`config.mk`:
```
export PLATFORM = sky130hd
export DESIGN_NAME = ibbc_out
export DESIGN_NICKNAME = d
export VERILOG_FILES = /design/src/ibbc_pkg.sv /design/src/ibbc_out.sv
export SDC_FILE = /design/constraint.sdc
export NUM_CORES = 1
export LEC_CHECK = 0
export ABC_AREA = 1
export BUFFER_PORTS_ARGS = -buffer_cell sky130_fd_sc_hd__buf_2
export CORE_UTILIZATION = 45
export CTS_CLUSTER_DIAMETER = 30
export DETAILED_ROUTE_END_ITERATION = 16
export GPL_ROUTABILITY_DRIVEN = 0
export PLACE_DENSITY = 0.84
export REMOVE_ABC_BUFFERS = 1
export SYNTH_ARGS = -nofsm -noshare
export SYNTH_HDL_FRONTEND = slang
export SYNTH_SLANG_ARGS = --single-unit
```
`constraint.sdc`:
```
create_clock -name clk -period 8.83 [get_ports clk]
set_clock_uncertainty 0.05 [all_clocks]
set_input_delay 1.3245 -clock clk [delete_from_list [all_inputs] [get_ports clk]]
set_output_delay 1.3245 -clock clk [all_outputs]
set_load 0.01 [all_outputs]
```
`src/ibbc_pkg.sv`:
```
package ibbc_pkg;

  localparam int STORE_DEPTH_DEF = 4096;

  localparam int CMD_W      = 3;
  localparam int POS_W      = 12;
  localparam int VAL_W      = 32;
  localparam int CNT_W      = 13;
  localparam int EPOCH_W    = 8;
  localparam int CFG_IDX_W  = 2;
  localparam int CFG_DATA_W = 32;

  localparam logic [CMD_W-1:0] CMD_START      = 3'd0;
  localparam logic [CMD_W-1:0] CMD_APPEND_VTX = 3'd1;
  localparam logic [CMD_W-1:0] CMD_APPEND_RST = 3'd2;
  localparam logic [CMD_W-1:0] CMD_WRITE_VTX  = 3'd3;
  localparam logic [CMD_W-1:0] CMD_WRITE_RST  = 3'd4;
  localparam logic [CMD_W-1:0] CMD_FINISH     = 3'd5;
  localparam logic [CMD_W-1:0] CMD_READ       = 3'd6;

  localparam logic [CFG_IDX_W-1:0] CFG_CAPACITY  = 2'd0;
  localparam logic [CFG_IDX_W-1:0] CFG_VTX_LIMIT = 2'd1;

  localparam logic [CNT_W-1:0] CAP_RESET    = 13'd4096;
  localparam logic [VAL_W-1:0] RESTART_MARK = 32'hFFFF_FFFF;
  localparam logic [VAL_W-1:0] SHORT_LIMIT  = 32'h0000_FFFF;
  // Largest range (highest minus lowest) that still fits the 16-bit format.
  localparam logic [VAL_W-1:0] SHORT_SPAN   = 32'h0000_FFFE;

  typedef struct packed {
    logic               use_short;
    logic [VAL_W-1:0]   base;
    logic [CNT_W-1:0]   fill;
    logic [VAL_W-1:0]   lo;
    logic [VAL_W-1:0]   hi;
    logic [EPOCH_W-1:0] epoch;
  } build_t;

  typedef struct packed {
    logic valid;
    logic is_read;
    logic status;
  } issue_t;

endpackage

```
`src/ibbc_out.sv`:
```
module ibbc_out
  import ibbc_pkg::*;
(
  input  logic                     clk,
  input  logic                     rst_n,
  input  issue_t                   issue,
  input  build_t                   build,
  output logic                     issue_free,
  input  logic [EPOCH_W+VAL_W-1:0] ram_rdata,
  output logic                     out_valid,
  input  logic                     out_ready,
  output logic                     out_status,
  output logic [VAL_W-1:0]         out_read_value,
  output logic                     out_short_format,
  output logic [VAL_W-1:0]         out_index_base,
  output logic [CNT_W-1:0]         out_fill_length,
  output logic [VAL_W-1:0]         out_lowest_seen,
  output logic [VAL_W-1:0]         out_highest_seen
);

  logic             s1_valid_r, s1_read_r, s1_status_r;
  logic             out_valid_r;
  logic             s1_go;
  logic [VAL_W-1:0] entry, diff, conv;

  assign s1_go      = s1_valid_r && (!out_valid_r || out_ready);
  assign issue_free = !s1_valid_r || s1_go;

  // An entry whose tag is from an earlier build reads as a cleared slot.
  assign entry = (ram_rdata[EPOCH_W+VAL_W-1:VAL_W] == build.epoch) ?
                 ram_rdata[VAL_W-1:0] : '0;
  assign diff  = entry - build.base;

  always_comb begin
    if (!build.use_short) begin
      conv = entry;
    end else if (build.base != '0) begin
      conv = (diff < SHORT_LIMIT) ? diff : SHORT_LIMIT;
    end else begin
      conv = entry & SHORT_LIMIT;
    end
  end

  always_ff @(posedge clk) begin
    if (!rst_n) begin
      s1_valid_r  <= 1'b0;
      out_valid_r <= 1'b0;
    end else begin
      if (issue_free) begin
        s1_valid_r <= issue.valid;
      end
      if (s1_go) begin
        out_valid_r <= 1'b1;
      end else if (out_ready) begin
        out_valid_r <= 1'b0;
      end
    end
  end

  always_ff @(posedge clk) begin
    if (issue_free && issue.valid) begin
      s1_read_r   <= issue.is_read;
      s1_status_r <= issue.status;
    end
    if (s1_go) begin
      out_status       <= s1_status_r;
      out_read_value   <= s1_read_r ? conv : '0;
      out_short_format <= build.use_short;
      out_index_base   <= build.base;
      out_fill_length  <= build.fill;
      out_lowest_seen  <= build.lo;
      out_highest_seen <= build.hi;
    end
  end

  assign out_valid = out_valid_r;

  a_no_issue_when_full: assert property (@(posedge clk) disable iff (!rst_n)
    (s1_valid_r && out_valid_r && !out_ready) |-> !issue.valid)
    else $error("new item taken while both stages are held");

endmodule

```
==> qor.csv <==
metric,value,unit
status,completed,
internal power,1.270,mW
largest cells by area after synthesis,"edfxtp_1 (53%), nand2_1 (13%), inv_1 (9.2%)",
IO Count,309,
P_leak,5.519,nW
Worst VDD drop,139.1,µV
share of the core filled with cells,59.13,%
DRT Pass-1 Iters,6,
H-tree levels,4,
syn avg cell area,8.568,µm²
die area,18900,µm²
WL met1,8760,µm
Logic pwr share,11.3,%
CTS tree,done,
PnR worst setup slack,3.194,ns
Synth area leader,edfxtp_1,
first-pass GRT wire length,35970,µm
Critical Path End Type,register,
Vias/cell,5.073,
Root Buffer,clkbuf_16,
Nets,1476,
via count,7716,
Post-Place Setup Slack,2.839,ns
post-synth top area share,52.72,%
CP arrival,5.77,ns
Highest Signal Layer,met4,
RSZ-0062 raised after global routing,false,
Cell Pwr Density,159.8,nW/µm²
"Slew Viols, Final",0,
cts hold-fix bufs,0,
hpwl dp,19780,µm
Rel. slew slack,26.57,%
number of antenna violations at the first check in global routing,0,
met3 WL,2279,µm
WL/cell,16.27,µm
switching share of power,25.22,%
Placement Rows,49,
multi-input logic area,3024,µm²
Worst setup SP type,primary input,
Critical-path top delay cell,inv_1,
clock slew at reported path FFs,0.06,ns
Setup Buffers After CTS,0,
Power Total,1.698,mW
"count leader, synth",nand2_1,
met2 WL,12650,µm
"Primary FF master, synth",edfxtp_1,
largest fanout on the critical path,31,
Post-DRT Antenna Nets,0,
CORE AREA,17960,µm²
largest net degree at the start of global routing,79,
Max Fclk,177.4,MHz
number of CTS-inserted buffers,17,
Reg power frac,47.8,%
P_sw,0.4282,mW
Yosys cell types,31,
Reg area,4394,µm²
clock share of power,40.9,%
synth cell count leaders,"nand2_1 (296), inv_1 (202), edfxtp_1 (145), nor2_1 (68), a21oi_1 (46)",
port buffer count,308,
worst hold path type,register to register,
WHS,0.4168,ns
Final Hold Fails,0,
Syn Std Cell Area,8259,µm²
Final period util,63.83,%
fin crit period,5.636,ns
Resize count post-CTS,0,
synthesis-stage register bit count,147,
Initial Util,45.98,%
Max-Cap Viols,0,
Ys Warns,0,
Setup TNS,0,ns
overall routed net length,24740,µm
DRT iter0 DRCs,618,
die height,137.5,µm
Die Wd,137.5,µm
clk_lat worst skew,0.42,ns
# clock sinks,147,
ratio of cells with drive above 1 in the final layout,30.73,%
cell mode on critical path,nand2_1,
Layout area overhead,28.62,%
worst-margin pin slew,1.100,ns
fill count,1514,
synthesized instance count,964,
CTS max path bufs,2,
DRC,0,
Synth async-reset ratio,0,%
"Seq/Total Area, Yosys",53.20,%
antenna diode count,0,
"Remaining Overflow, GRT",0,
vias in the first global route,7083,
Post-synth EDFFs,145,
Setup CP Type,primary input to register,
Worst EP required,8.97,ns
total track usage,25.57,%
"slowest stage delay, CP",0.69,ns
Setup-failing EPs final,0,
## kinds of logic after synthesis
group                      share of synthesized area [%]
AOI/OAI and AO/OA                                  3.454
xor gates and xnor gates                           1.061
adders and majority gates                          4.939
buffers and inverters                              10.36
DFF                                                53.20
and+or+nand+nor                                    26.98
## cell type report
cell class	instances	area share, %
clock buffers	17	4.005
clock inverters	14	1.355
inverters	209	7.385
multi-input cells	594	28.47
flip-flops and latches	147	41.37
well taps	229	2.697
repair buffers	311	14.72
## power by group through the flow
stage	registers [mW]	clock network, mW	logic [mW]
CTS	0.812	0.707	0.191
floorplan	0.852	0	0.0735
global route	0.815	0.737	0.208
detailed placement	0.827	0	0.190
finish	0.812	0.694	0.192
global placement	0.825	0	0.185
## per-stage QoR
stage,std cells,area (µm²)
after floorplan,950,8188
after global placement,1490,10050
after detailed placement,1490,10050
after CTS,1521,10620
after global routing,1521,10620
final,1521,10620
## layer usage
layer	vias up	GRT usage [%]
met5	-	0
met4	0	13.49
met3	72	5.666
met2	404	45.76
met1	3540	28.12
li1	3700	-
## final timing paths
kind                                  start                 end  slack (ns)  cells past startpoint
worst min-delay path            s1_status_r          out_status        0.42                      0
worst min register to register  s1_status_r          out_status        0.42                      0
worst max-delay path               build[5]   out_read_value[9]        3.19                     25
worst max register to register   s1_valid_r  out_index_base[28]        6.01                      4
## sequential cells by signal, summed over array words and instances, names as in the netlist
name,cells
s1_valid_r,1
out_status,1
s1_read_r,1
out_short_format,1
out_lowest_seen,32
out_highest_seen,32
out_index_base,32
out_fill_length,13
s1_status_r,1
out_valid,1
out_read_value,32
## critical path: cells and delay by family
kind,cells,cell delay (ns)
buffers and inverters,4,0.95
adders and majority gates,2,0.51
and+or+nand+nor,18,2.77
xor gates and xnor gates,1,0.20
## layout by cell type (no fill, tap or decap), drive strengths merged, types with 2 or more instances in the layout
cell	n
ha	31
nand3b	6
xor2	3
nand4	12
nand3	53
nor2	84
edfxtp	145
buf	311
o21ai	2
nor4	23
clkbuf	17
dfxtp	2
inv	217
o21a	2
clkinvlp	4
nand2	313
a21oi	47
xnor2	7
nor3	6
o21bai	2
(Power assumes the default switching activity.)
