--- config.mk ---
export PLATFORM = sky130hd
export DESIGN_NAME = ibbc_cmd
export DESIGN_NICKNAME = d
export VERILOG_FILES = /design/src/ibbc_pkg.sv /design/src/ibbc_cmd.sv
export SDC_FILE = /design/constraint.sdc
export NUM_CORES = 1
export LEC_CHECK = 0
export BUFFER_PORTS_ARGS = -buffer_cell sky130_fd_sc_hd__buf_2
export CAP_MARGIN = 5
export CORE_ASPECT_RATIO = 0.75
export CORE_MARGIN = 3
export CORE_UTILIZATION = 55
export CTS_CLUSTER_SIZE = 28
export DETAILED_ROUTE_END_ITERATION = 8
export GPL_TIMING_DRIVEN = 0
export PLACE_DENSITY = 0.8
export SLEW_MARGIN = 20
export SYNTH_ARGS = -nofsm -noshare
export SYNTH_HDL_FRONTEND = slang
export SYNTH_SLANG_ARGS = --single-unit
export TNS_END_PERCENT = 50
--- constraint.sdc ---
create_clock -name clk -period 4.9 [get_ports clk]
set_input_delay 0.735 -clock clk [delete_from_list [all_inputs] [get_ports clk]]
set_output_delay 0.735 -clock clk [all_outputs]
set_load 0.05 [all_outputs]
--- src/ibbc_pkg.sv ---
package ibbc_pkg;

  localparam int STORE_DEPTH_DEF = 4096;

  localparam int CMD_W      = 3;
  localparam int POS_W      = 12;
  localparam int VAL_W      = 32;
  localparam int CNT_W      = 13;
  localparam int EPOCH_W    = 8;
  localparam int CFG_IDX_W  = 2;
  localparam int CFG_DATA_W = 32;

  localparam logic [CMD_W-1:0] CMD_START      = 3'd0;
  localparam logic [CMD_W-1:0] CMD_APPEND_VTX = 3'd1;
  localparam logic [CMD_W-1:0] CMD_APPEND_RST = 3'd2;
  localparam logic [CMD_W-1:0] CMD_WRITE_VTX  = 3'd3;
  localparam logic [CMD_W-1:0] CMD_WRITE_RST  = 3'd4;
  localparam logic [CMD_W-1:0] CMD_FINISH     = 3'd5;
  localparam logic [CMD_W-1:0] CMD_READ       = 3'd6;

  localparam logic [CFG_IDX_W-1:0] CFG_CAPACITY  = 2'd0;
  localparam logic [CFG_IDX_W-1:0] CFG_VTX_LIMIT = 2'd1;

  localparam logic [CNT_W-1:0] CAP_RESET    = 13'd4096;
  localparam logic [VAL_W-1:0] RESTART_MARK = 32'hFFFF_FFFF;
  localparam logic [VAL_W-1:0] SHORT_LIMIT  = 32'h0000_FFFF;
  // Largest range (highest minus lowest) that still fits the 16-bit format.
  localparam logic [VAL_W-1:0] SHORT_SPAN   = 32'h0000_FFFE;

  typedef struct packed {
    logic               use_short;
    logic [VAL_W-1:0]   base;
    logic [CNT_W-1:0]   fill;
    logic [VAL_W-1:0]   lo;
    logic [VAL_W-1:0]   hi;
    logic [EPOCH_W-1:0] epoch;
  } build_t;

  typedef struct packed {
    logic valid;
    logic is_read;
    logic status;
  } issue_t;

endpackage

--- src/ibbc_cmd.sv ---
module ibbc_cmd
  import ibbc_pkg::*;
#(
  parameter int STORE_DEPTH = STORE_DEPTH_DEF
) (
  input  logic                           clk,
  input  logic                           rst_n,
  input  logic                           in_valid,
  output logic                           in_ready,
  input  logic [CMD_W-1:0]               in_cmd,
  input  logic [POS_W-1:0]               in_slot_position,
  input  logic [VAL_W-1:0]               in_vertex_value,
  input  logic                           cfg_valid,
  output logic                           cfg_ready,
  input  logic [CFG_IDX_W-1:0]           cfg_index,
  input  logic [CFG_DATA_W-1:0]          cfg_data,
  input  logic                           issue_free,
  output issue_t                         issue,
  output build_t                         build,
  output logic                           ram_we,
  output logic [$clog2(STORE_DEPTH)-1:0] ram_waddr,
  output logic [EPOCH_W+VAL_W-1:0]       ram_wdata,
  output logic                           ram_re,
  output logic [$clog2(STORE_DEPTH)-1:0] ram_raddr
);

  localparam int AW    = $clog2(STORE_DEPTH);
  localparam int CMP_W = (AW + 1 > CNT_W) ? AW + 1 : CNT_W;

  typedef enum logic {ST_CLEAR, ST_RUN} state_t;

  state_t             state_r, state_nxt;
  logic [AW-1:0]      clr_addr_r, clr_addr_nxt;
  logic [CNT_W-1:0]   capacity_r;
  logic [VAL_W-1:0]   vlimit_r;
  logic [CNT_W-1:0]   fill_r, fill_nxt;
  logic [VAL_W-1:0]   lo_r, lo_nxt;
  logic [VAL_W-1:0]   hi_r, hi_nxt;
  logic               short_r, short_nxt;
  logic [VAL_W-1:0]   base_r, base_nxt;
  logic [EPOCH_W-1:0] epoch_r, epoch_nxt;

  logic [CMP_W-1:0]   depth_c, cap_ext, lim, fill_ext, pos_ext;
  logic [VAL_W-1:0]   span;
  logic               fire, vtx_cmd, vtx_bad;
  logic               status, is_read, wr_req, rd_req;
  logic [AW-1:0]      wr_addr;
  logic [VAL_W-1:0]   wr_val;

  assign depth_c  = CMP_W'(STORE_DEPTH);
  assign cap_ext  = CMP_W'(capacity_r);
  assign lim      = (cap_ext < depth_c) ? cap_ext : depth_c;
  assign fill_ext = CMP_W'(fill_r);
  assign pos_ext  = CMP_W'(in_slot_position);
  assign span     = (lo_r < hi_r) ? (hi_r - lo_r) : '0;

  assign in_ready  = (state_r == ST_RUN) && issue_free;
  assign fire      = in_valid && in_ready;
  assign cfg_ready = 1'b1;

  assign vtx_cmd = (in_cmd == CMD_APPEND_VTX) || (in_cmd == CMD_WRITE_VTX);
  assign vtx_bad = vtx_cmd && (in_vertex_value > vlimit_r);

  always_comb begin
    state_nxt    = state_r;
    clr_addr_nxt = clr_addr_r;
    fill_nxt     = fill_r;
    lo_nxt       = lo_r;
    hi_nxt       = hi_r;
    short_nxt    = short_r;
    base_nxt     = base_r;
    epoch_nxt    = epoch_r;
    status       = 1'b0;
    is_read      = 1'b0;
    wr_req       = 1'b0;
    rd_req       = 1'b0;
    wr_addr      = pos_ext[AW-1:0];
    wr_val       = vtx_cmd ? in_vertex_value : RESTART_MARK;

    case (in_cmd)
      CMD_START: begin
        fill_nxt  = '0;
        lo_nxt    = '1;
        hi_nxt    = '0;
        short_nxt = 1'b0;
        base_nxt  = '0;
        // Stale entries are hidden by the epoch tag; once the tag space runs
        // out, the store is swept back to zero instead.
        if (epoch_r == {EPOCH_W{1'b1}}) begin
          epoch_nxt    = '0;
          state_nxt    = ST_CLEAR;
          clr_addr_nxt = '0;
        end else begin
          epoch_nxt = epoch_r + EPOCH_W'(1);
        end
      end
      CMD_APPEND_VTX, CMD_APPEND_RST: begin
        if (fill_ext >= lim || vtx_bad) begin
          status = 1'b1;
        end else begin
          wr_req   = 1'b1;
          wr_addr  = fill_ext[AW-1:0];
          fill_nxt = fill_r + CNT_W'(1);
        end
      end
      CMD_WRITE_VTX, CMD_WRITE_RST: begin
        if (pos_ext >= lim || vtx_bad) begin
          status = 1'b1;
        end else begin
          wr_req = 1'b1;
          if (pos_ext >= fill_ext) begin
            fill_nxt = CNT_W'(pos_ext + CMP_W'(1));
          end
        end
      end
      CMD_FINISH: begin
        if (span <= SHORT_SPAN) begin
          short_nxt = 1'b1;
          base_nxt  = (hi_r >= SHORT_LIMIT) ? lo_r : '0;
        end else begin
          short_nxt = 1'b0;
          base_nxt  = '0;
        end
      end
      CMD_READ: begin
        if (pos_ext >= fill_ext || pos_ext >= depth_c) begin
          status = 1'b1;
        end else begin
          rd_req  = 1'b1;
          is_read = 1'b1;
        end
      end
      default: begin
        status = 1'b1;
      end
    endcase

    if (wr_req && vtx_cmd) begin
      lo_nxt = (in_vertex_value < lo_r) ? in_vertex_value : lo_r;
      hi_nxt = (in_vertex_value > hi_r) ? in_vertex_value : hi_r;
    end

    if (state_r == ST_CLEAR) begin
      clr_addr_nxt = clr_addr_r + AW'(1);
      if (clr_addr_r == AW'(STORE_DEPTH - 1)) begin
        state_nxt = ST_RUN;
      end
    end
  end

  assign ram_we    = (state_r == ST_CLEAR) || (fire && wr_req);
  assign ram_waddr = (state_r == ST_CLEAR) ? clr_addr_r : wr_addr;
  assign ram_wdata = (state_r == ST_CLEAR) ? '0 : {epoch_r, wr_val};
  assign ram_re    = fire && rd_req;
  assign ram_raddr = pos_ext[AW-1:0];

  assign issue.valid   = fire;
  assign issue.is_read = is_read;
  assign issue.status  = status;

  assign build.use_short = short_r;
  assign build.base      = base_r;
  assign build.fill      = fill_r;
  assign build.lo        = lo_r;
  assign build.hi        = hi_r;
  assign build.epoch     = epoch_r;

  always_ff @(posedge clk) begin
    if (!rst_n) begin
      state_r    <= ST_CLEAR;
      clr_addr_r <= '0;
      capacity_r <= CAP_RESET;
      vlimit_r   <= '1;
      fill_r     <= '0;
      lo_r       <= '1;
      hi_r       <= '0;
      short_r    <= 1'b0;
      base_r     <= '0;
      epoch_r    <= '0;
    end else begin
      if (cfg_valid && cfg_ready) begin
        if (cfg_index == CFG_CAPACITY) begin
          capacity_r <= cfg_data[CNT_W-1:0];
        end else if (cfg_index == CFG_VTX_LIMIT) begin
          vlimit_r <= cfg_data[VAL_W-1:0];
        end
      end
      if (state_r == ST_CLEAR) begin
        state_r    <= state_nxt;
        clr_addr_r <= clr_addr_nxt;
      end else if (fire) begin
        state_r    <= state_nxt;
        clr_addr_r <= clr_addr_nxt;
        fill_r     <= fill_nxt;
        lo_r       <= lo_nxt;
        hi_r       <= hi_nxt;
        short_r    <= short_nxt;
        base_r     <= base_nxt;
        epoch_r    <= epoch_nxt;
      end
    end
  end

  a_no_accept_while_clearing: assert property (@(posedge clk) disable iff (!rst_n)
    (state_r == ST_CLEAR) |-> !in_ready)
    else $error("item accepted during store clearing");

  a_start_clears: assert property (@(posedge clk) disable iff (!rst_n)
    (fire && in_cmd == CMD_START) |=> (fill_r == '0 && lo_r == '1 && hi_r == '0))
    else $error("start did not clear the build state");

  a_single_port_use: assert property (@(posedge clk) disable iff (!rst_n)
    !(ram_we && ram_re) && !(ram_re && state_r == ST_CLEAR))
    else $error("store written and read in the same cycle");

endmodule

==> results.sh, run 1 <==
export IMPL_outcome="finished, final reports clean"
export IMPL_yosysTopAreaCell="sky130_fd_sc_hd__dfxtp_1"
export IMPL_required_ps=4160
export IMPL_fp_dieW_um=185
export IMPL_ys_async_sr_fraction_pct=0
export IMPL_critical_path_arrival_ps=4020
export IMPL_viasPerCell=6.31
export IMPL_multi_input_comb_area_um2=8750
export IMPL_initial_core_util_pct=56.8
export IMPL_cts_hold_buffers=0
export IMPL_dr_pass1_iters=6
export IMPL_finish_net_count=2212
export IMPL_cp_max_fo=10
export IMPL_ws_path_type="primary input to output pin"
export IMPL_synth_cells_most_frequent="sky130_fd_sc_hd__dfxtp_1, sky130_fd_sc_hd__ha_1, sky130_fd_sc_hd__a21oi_1"
export IMPL_wire_per_inst_um=21.9
export IMPL_clkTransAtPathRegs_ps=70
export IMPL_hold_class="register to register"
export IMPL_cts_root_to_sink_buffers=2
export IMPL_antenna_violating_nets_post_route=0
export IMPL_power_ir_vdd_worst_mv=0.238
export IMPL_fp_row_count=48
export IMPL_root_buffer="sky130_fd_sc_hd__clkbuf_16"
export IMPL_period_minus_slack_ps=4760
export IMPL_max_clock_freq_ghz=0.210
export IMPL_number_of_antenna_repair_diodes=0
export IMPL_core_area_um2=23400
export IMPL_totalWireLength_mm=49.8
export IMPL_cts_htree_levels=4
export IMPL_ys_seq_elements=176
export IMPL_sequential_cell_area_um2=3520
export IMPL_groute_usage_overall_pct=37.4
export IMPL_design_portCount=275
export IMPL_mappedNetlistNets=1921
export IMPL_grt_first_pass_wirelength_mm=75.5
export IMPL_yosysTopAreaCellShare_pct=26.5
export IMPL_port_buffer_count=271
export IMPL_critical_path_cell_chain="buf_2 -> ha_1 -> nand4_1 -> or2_2 -> nor3_1 -> inv_1 -> a21oi_1 -> a21oi_2 -> and2_1 -> buf_6 -> a21oi_1 -> a21oi_1 -> buf_2"
export IMPL_syn_cell_area_um2=13300
export IMPL_worstPathBufferInverterCount=4
export IMPL_cell_with_the_largest_stage_delay_on_the_worst_path="sky130_fd_sc_hd__a21oi_1"
export IMPL_yosys_cell_count_top_type="sky130_fd_sc_hd__dfxtp_1"
export IMPL_pwr_density_cell_nw_per_um2=211
export IMPL_die_height_um=141
export IMPL_maximum_number_of_pins_on_one_net_before_global_route_repair=17
export IMPL_detailroute_via_count=14300
export IMPL_cap_viol_max_count=0
export IMPL_ys_warn_count=0
export IMPL_floorplan_die_area_um2=26100
export IMPL_slew_headroom_pct=38.8
export IMPL_nFillCells=2051
export IMPL_worst_slew_pin_slew_ps=918
export IMPL_drt_initial_drc_count=1531
export IMPL_synth_area_per_cell_um2=7.96
export IMPL_critical_path_max_stage_delay_ps=500
export IMPL_vias_in_the_first_global_route=13300
export IMPL_tritoncts="yes"
export IMPL_cp_dominant_cell_by_count="sky130_fd_sc_hd__a21oi_1"
export IMPL_synth_edff_count=0
export IMPL_worst_clock_skew_ps=9.23
export IMPL_synthTopCellsByArea="sky130_fd_sc_hd__dfxtp_1, sky130_fd_sc_hd__ha_1, sky130_fd_sc_hd__a21oi_1, sky130_fd_sc_hd__o21a_1, sky130_fd_sc_hd__nand2_1"
export IMPL_cts_sinks=176
export IMPL_final_max_slew_viol_count=0
export IMPL_setup_viol=0
export IMPL_layout_area_overhead_vs_synth_pct=17.9
export IMPL_drc=0
export IMPL_dp_hpwl_mm=39.9
export IMPL_yosysUniqueCellTypes=80
export IMPL_setup_tns_final_ps=0
export IMPL_ys_seq_area_share_pct=26.5
export IMPL_worstSkewPairLatency_ps=450
export IMPL_synth_main_ff_cell="sky130_fd_sc_hd__dfxtp_1"
export IMPL_start_kind="primary input"
export IMPL_cts_made_buffers=17
export IMPL_finalHoldViolCount=0
export IMPL_p_leak_uw=0.00744
export IMPL_period_share_pct=97.1
export IMPL_global_route_total_overflow=0
export IMPL_antenna_found_initial=1
export IMPL_worst_path_dominant_cell_family="compound AO/OA/AOI/OAI gates"
export IMPL_routabilityCongestion=1.01
export IMPL_finish_utilization_pct=67.0
export IMPL_rsz0062_at_grt="no"
export IMPL_endpoint_kind="output pin"
export IMPL_synthCells=1667
export IMPL_post_route_cells_drive_above_1_share_pct=19.3
[final timing paths]
kind                            cells after the start  slack [ps]           startpoint            to
worst max-delay path                               13         140  in_vertex_value[31]  ram_waddr[0]
worst min-delay path                                2         470          cap_ext[11]   cap_ext[11]
worst max register to register                     14         300              hi_r[0]     base_r[5]
worst min register to register                      2         470          cap_ext[11]   cap_ext[11]
[state kept, by name (all words and copies together) (netlist names)]
signal / count
base_r: 32
hi_r: 32
lo_r: 32
vlimit_r: 32
cap_ext: 13
fill_ext: 13
clr_addr_r: 12
epoch_r: 8
short_r: 1
state_r: 1
[layout by cell type (no fill, tap or decap), types with 30 or more instances in the layout]
master	n
sky130_fd_sc_hd__buf_2	284
sky130_fd_sc_hd__dfxtp_1	176
sky130_fd_sc_hd__ha_1	167
sky130_fd_sc_hd__a21oi_1	155
sky130_fd_sc_hd__nand2_1	148
sky130_fd_sc_hd__inv_1	134
sky130_fd_sc_hd__nor2_1	80
sky130_fd_sc_hd__o21a_1	77
sky130_fd_sc_hd__clkbuf_1	70
sky130_fd_sc_hd__o21ai_0	50
sky130_fd_sc_hd__nand4_1	48
sky130_fd_sc_hd__and2_1	44
sky130_fd_sc_hd__o211ai_1	40
sky130_fd_sc_hd__nor4_1	40
sky130_fd_sc_hd__a21o_1	39
sky130_fd_sc_hd__a31oi_1	36
sky130_fd_sc_hd__a22o_1	33
sky130_fd_sc_hd__nand3_1	30
[cells by family (layout without fill, tap and decap cells)]
logic type	count (synthesis)	after routing	synth area share, %
AOI/OAI and AO/OA	516	516	26.1
and+or+nand+nor	495	495	19.0
buffers and inverters	248	550	7.92
DFF	176	176	26.5
adders and majority gates	170	170	16.0
muxes	33	33	2.53
xor gates and xnor gates	28	28	1.85
other	1	1	0.0282
[metal layers]
metal | global-route usage [%] | share of wire (%)
met1 | 52.7 | 43
met2 | 54.1 | 41
met3 | 11.9 | 14
met4 | 11.7 | 2.7
met5 | 1.90 | 0.15
[layout make-up]
type                    count  share of cell area [%]
flip-flops and latches    176                    22.5
clock inverters            12                   0.975
well taps                 300                    2.40
inverters                 135                    3.24
plain buffers             112                    3.50
multi-input cells        1243                    55.9
clock buffers              18                    2.74
repair buffers            273                    8.76
[tightest hold or removal path, delay by kind of cell, from the launching register on]
family,cells,cell delay [ps]
flops,1,310
simple gates,1,50
compound gates,1,60
[per-stage QoR]
stage                     area, µm²  worst slack (ps)  power [µW]  std cells  hold WS (ps)
final                         15700               141        3300       2269           469
after floorplan               13300               112        1740       1667           432
after detailed placement      15000              -667        1910       2238           450
after CTS                     15600              55.0        3290       2270           464
after global placement        15000              -580        1890       2238           443
after global routing          15700              9.10        3400       2269           492
[report_power, final]
| group | switching (µW) | leakage (µW) | internal [µW] |
|---|---|---|---|
| logic | 296 | 0.00572 | 148 |
| registers | 8.80 | 0.00143 | 1450 |
| clock network | 638 | 0.000290 | 764 |
[what timing repair did]
item | in CTS | in global routing
pin swaps | 2 | 0
setup endpoints to repair | 14 | 45
buffers inserted | 2 | 0
resized for setup | 11 | 4
No activity file was read; power rests on OpenSTA's default activity.
==> run 2, diff against run 1 <==
Settings changed: CORE_UTILIZATION 55 to 51, PLACE_DENSITY 0.8 to 0.78, REMOVE_ABC_BUFFERS set to 1.
Clock period 4.9 ns to 3.9 ns, I/O delays scaled along.
==> run 2 against run 1 <==
The flow now finishes with violations (negative setup slack). Via count decreased by 2.6%. Clock-buffer cell count is the same. Register-to-register slack worse by 260 ps. Sequential power is 25% higher. Sequential cell count stayed put. Die area rose by 7.5%. Clock skew increased by 1.2 ps. Total power is 35% higher. Critical path depth grew 2. Cell count decreased by 1.5%. Final area rose by 4.5%.
==> results.sh, run 2 (synthesis results as in run 1) <==
export IMPL_root_buffer="sky130_fd_sc_hd__clkbuf_16"
export IMPL_instances_no_fill=2234
export IMPL_crit_path_start="vlimit_r[31]"
export IMPL_worst_slew_pin_slew_ps=933
export IMPL_grt_first_pass_wirelength_mm=71.8
export IMPL_initial_core_util_pct=52.5
export IMPL_hold_class="primary input to register"
export IMPL_violations="negative setup slack"
export IMPL_worstSkewPairLatency_ps=450
export IMPL_global_route_total_overflow=0
export IMPL_reg2reg_from="vlimit_r[21]"
export IMPL_internal_pwr_total_uw=3250
export IMPL_reg_to_reg_slack_setup_ps=40
export IMPL_core_area_um2=25300
export IMPL_period_minus_slack_ps=4060
export IMPL_critical_path_arrival_ps=3480
export IMPL_drt_initial_drc_count=1347
export IMPL_pwr_density_cell_nw_per_um2=273
export IMPL_fp_row_count=50
export IMPL_setup_ws_ps=-160
export IMPL_start_kind="register"
export IMPL_grtUsageMet2_pct=47.9
export IMPL_fp_dieW_um=192
export IMPL_slew_headroom_pct=37.8
export IMPL_rsz0062_at_grt="yes"
export IMPL_total_instance_count_after_detailed_placement=2179
export IMPL_antenna_violating_nets_post_route=0
export IMPL_worst_clock_skew_ps=10.5
export IMPL_grtUsageMet3_pct=6.16
export IMPL_setup_viol=12
export IMPL_dr_pass1_iters=6
export IMPL_totalWireLength_mm=47.2
export IMPL_drc=0
export IMPL_power_ir_vdd_worst_mv=0.299
export IMPL_antenna_found_initial=0
export IMPL_grt_util_met1_pct=46.7
export IMPL_tritoncts="yes"
export IMPL_final_max_slew_viol_count=0
export IMPL_final_area_um2=16400
export IMPL_grt_busiest_layer="met2"
export IMPL_max_clock_freq_ghz=0.246
export IMPL_sequentialPowerShare_pct=41.0
export IMPL_maximum_number_of_pins_on_one_net_before_global_route_repair=72
export IMPL_cap_viol_max_count=0
export IMPL_most_common_layout_cells="sky130_fd_sc_hd__buf_2, sky130_fd_sc_hd__dfxtp_1, sky130_fd_sc_hd__nand2_1"
export IMPL_die_height_um=146
export IMPL_layout_cells_most_common="sky130_fd_sc_hd__buf_2"
export IMPL_cts_htree_levels=4
export IMPL_clock_power_share_pct=45.7
export IMPL_worst_r2r_cell_count=17
export IMPL_p_leak_uw=0.00744
export IMPL_postPlaceCellArea_um2=14800
export IMPL_power_share_switching_pct=27.1
export IMPL_clkTransAtPathRegs_ps=70
export IMPL_groute_usage_overall_pct=32.1
export IMPL_cts_sinks=176
export IMPL_routabilityCongestion=0.949
export IMPL_vias_in_the_first_global_route=12900
export IMPL_number_of_antenna_repair_diodes=0
export IMPL_dp_hpwl_mm=34.6
export IMPL_cts_root_to_sink_buffers=2
export IMPL_reg2reg_to="hi_r[30]"
export IMPL_period_share_pct=104
export IMPL_viasPerCell=6.24
export IMPL_cts_made_buffers=17
export IMPL_design_portCount=275
export IMPL_floorplan_die_area_um2=28000
export IMPL_layout_area_overhead_vs_synth_pct=23.3
export IMPL_required_ps=3310
export IMPL_critPathCapture="ram_waddr[8]"
export IMPL_p_comb_share_pct=13.3
export IMPL_outcome="finished with violations"
export IMPL_post_route_cells_drive_above_1_share_pct=24.3
export IMPL_finish_net_count=2137
export IMPL_detailroute_via_count=13900
export IMPL_switching_power_uw=1210
export IMPL_ws_path_type="register to output pin"
export IMPL_totalPowerFinal_uw=4460
export IMPL_cp_max_fo=6
export IMPL_endpoint_kind="output pin"
export IMPL_port_buffer_count=273
export IMPL_wire_per_inst_um=21.1
export IMPL_finalHoldViolCount=0
## run 2: cell types whose count changed in the layout (fill, tap and decap cells not counted), moves of 7 or more
cell / change
sky130_fd_sc_hd__buf_4: +12
sky130_fd_sc_hd__clkbuf_1: -69
sky130_fd_sc_hd__buf_6: +7
sky130_fd_sc_hd__buf_2: -30
sky130_fd_sc_hd__a21oi_2: +10
sky130_fd_sc_hd__dfxtp_1: -7
sky130_fd_sc_hd__mux2i_4: +9
sky130_fd_sc_hd__ha_1: -21
sky130_fd_sc_hd__ha_4: +15
sky130_fd_sc_hd__a21oi_1: -15
## run 2: cell type report
class | instances | area, µm²
Clock buffer | 18 | 429
Clock inverter | 14 | 251
Fill cell | 2163 | 8910
Inverter | 135 | 513
Multi-Input combinational cell | 1244 | 9340
Sequential cell | 176 | 3530
Tap cell | 338 | 423
Timing Repair Buffer | 309 | 1870
## run 2: worst max-delay path: stages (launching register included)
cell and delay [ps]:
sky130_fd_sc_hd__dfxtp_1 310, sky130_fd_sc_hd__inv_1 70, sky130_fd_sc_hd__ha_4 270, sky130_fd_sc_hd__nand4_1 150, sky130_fd_sc_hd__or2_4 300, sky130_fd_sc_hd__nor2_2 180
sky130_fd_sc_hd__a2111oi_4 90, sky130_fd_sc_hd__buf_4 160, sky130_fd_sc_hd__buf_4 140, sky130_fd_sc_hd__a21oi_4 240, sky130_fd_sc_hd__a21oi_4 120, sky130_fd_sc_hd__buf_4 150
sky130_fd_sc_hd__and2_4 200, sky130_fd_sc_hd__mux2i_4 200, sky130_fd_sc_hd__a21oi_1 200, sky130_fd_sc_hd__buf_4 230
## run 2: what timing repair did
action / in CTS / in global routing
gates cloned: 1 / 0
buffers inserted: 11 / 11
resized for setup: 74 / 73
endpoints found under the setup margin: 117 / 61
hold buffers: 0 / 0
pin swaps: 18 / 24
## run 2: through the flow
step | setup TNS, ps | worst slack [ps] | hold slack, ps | utilization, %
floorplan | -29600 | -758 | 432 | -
global placement | -378440 | -3860 | 444 | 57.5
detailed placement | -80170 | -1520 | 452 | 58.7
CTS | -1880 | -179 | 348 | 63.0
global route | -5040 | -275 | 358 | 64.7
finish | -1350 | -160 | 355 | 64.7
## run 2: how the worst min path moves through the flow
stage	slack (ps)	from	cells past startpoint	endpoint
2_1_floorplan	430	cap_ext[0]	2	cap_ext[0]
3_3_place_gp	440	cap_ext[0]	2	cap_ext[0]
3_5_place_dp	450	cap_ext[1]	2	cap_ext[1]
4_1_cts	350	cfg_data[21]	3	vlimit_r[21]
5_1_grt	360	cfg_data[30]	3	vlimit_r[30]
6_report	350	cfg_data[21]	3	vlimit_r[21]
## run 2: power groups by stage
stage / Combinational, µW / Sequential, µW / Clock, µW
finish: 591 / 1830 / 2040
global route: 637 / 1830 / 2130
CTS: 557 / 1830 / 2050
detailed placement: 507 / 1870 / 0
global placement: 478 / 1870 / 0
floorplan: 248 / 1870 / 0
## run 2: routing by layer
| layer | up-vias | part of all wire, % | wire (µm) |
|---|---|---|---|
| met2 | 707 | 43 | 20400 |
| met1 | 6665 | 46 | 21500 |
| met3 | 80 | 8.9 | 4190 |
| met4 | 0 | 2.3 | 1100 |
| met5 | - | 0 | 0 |
| li1 | 6486 | - | - |
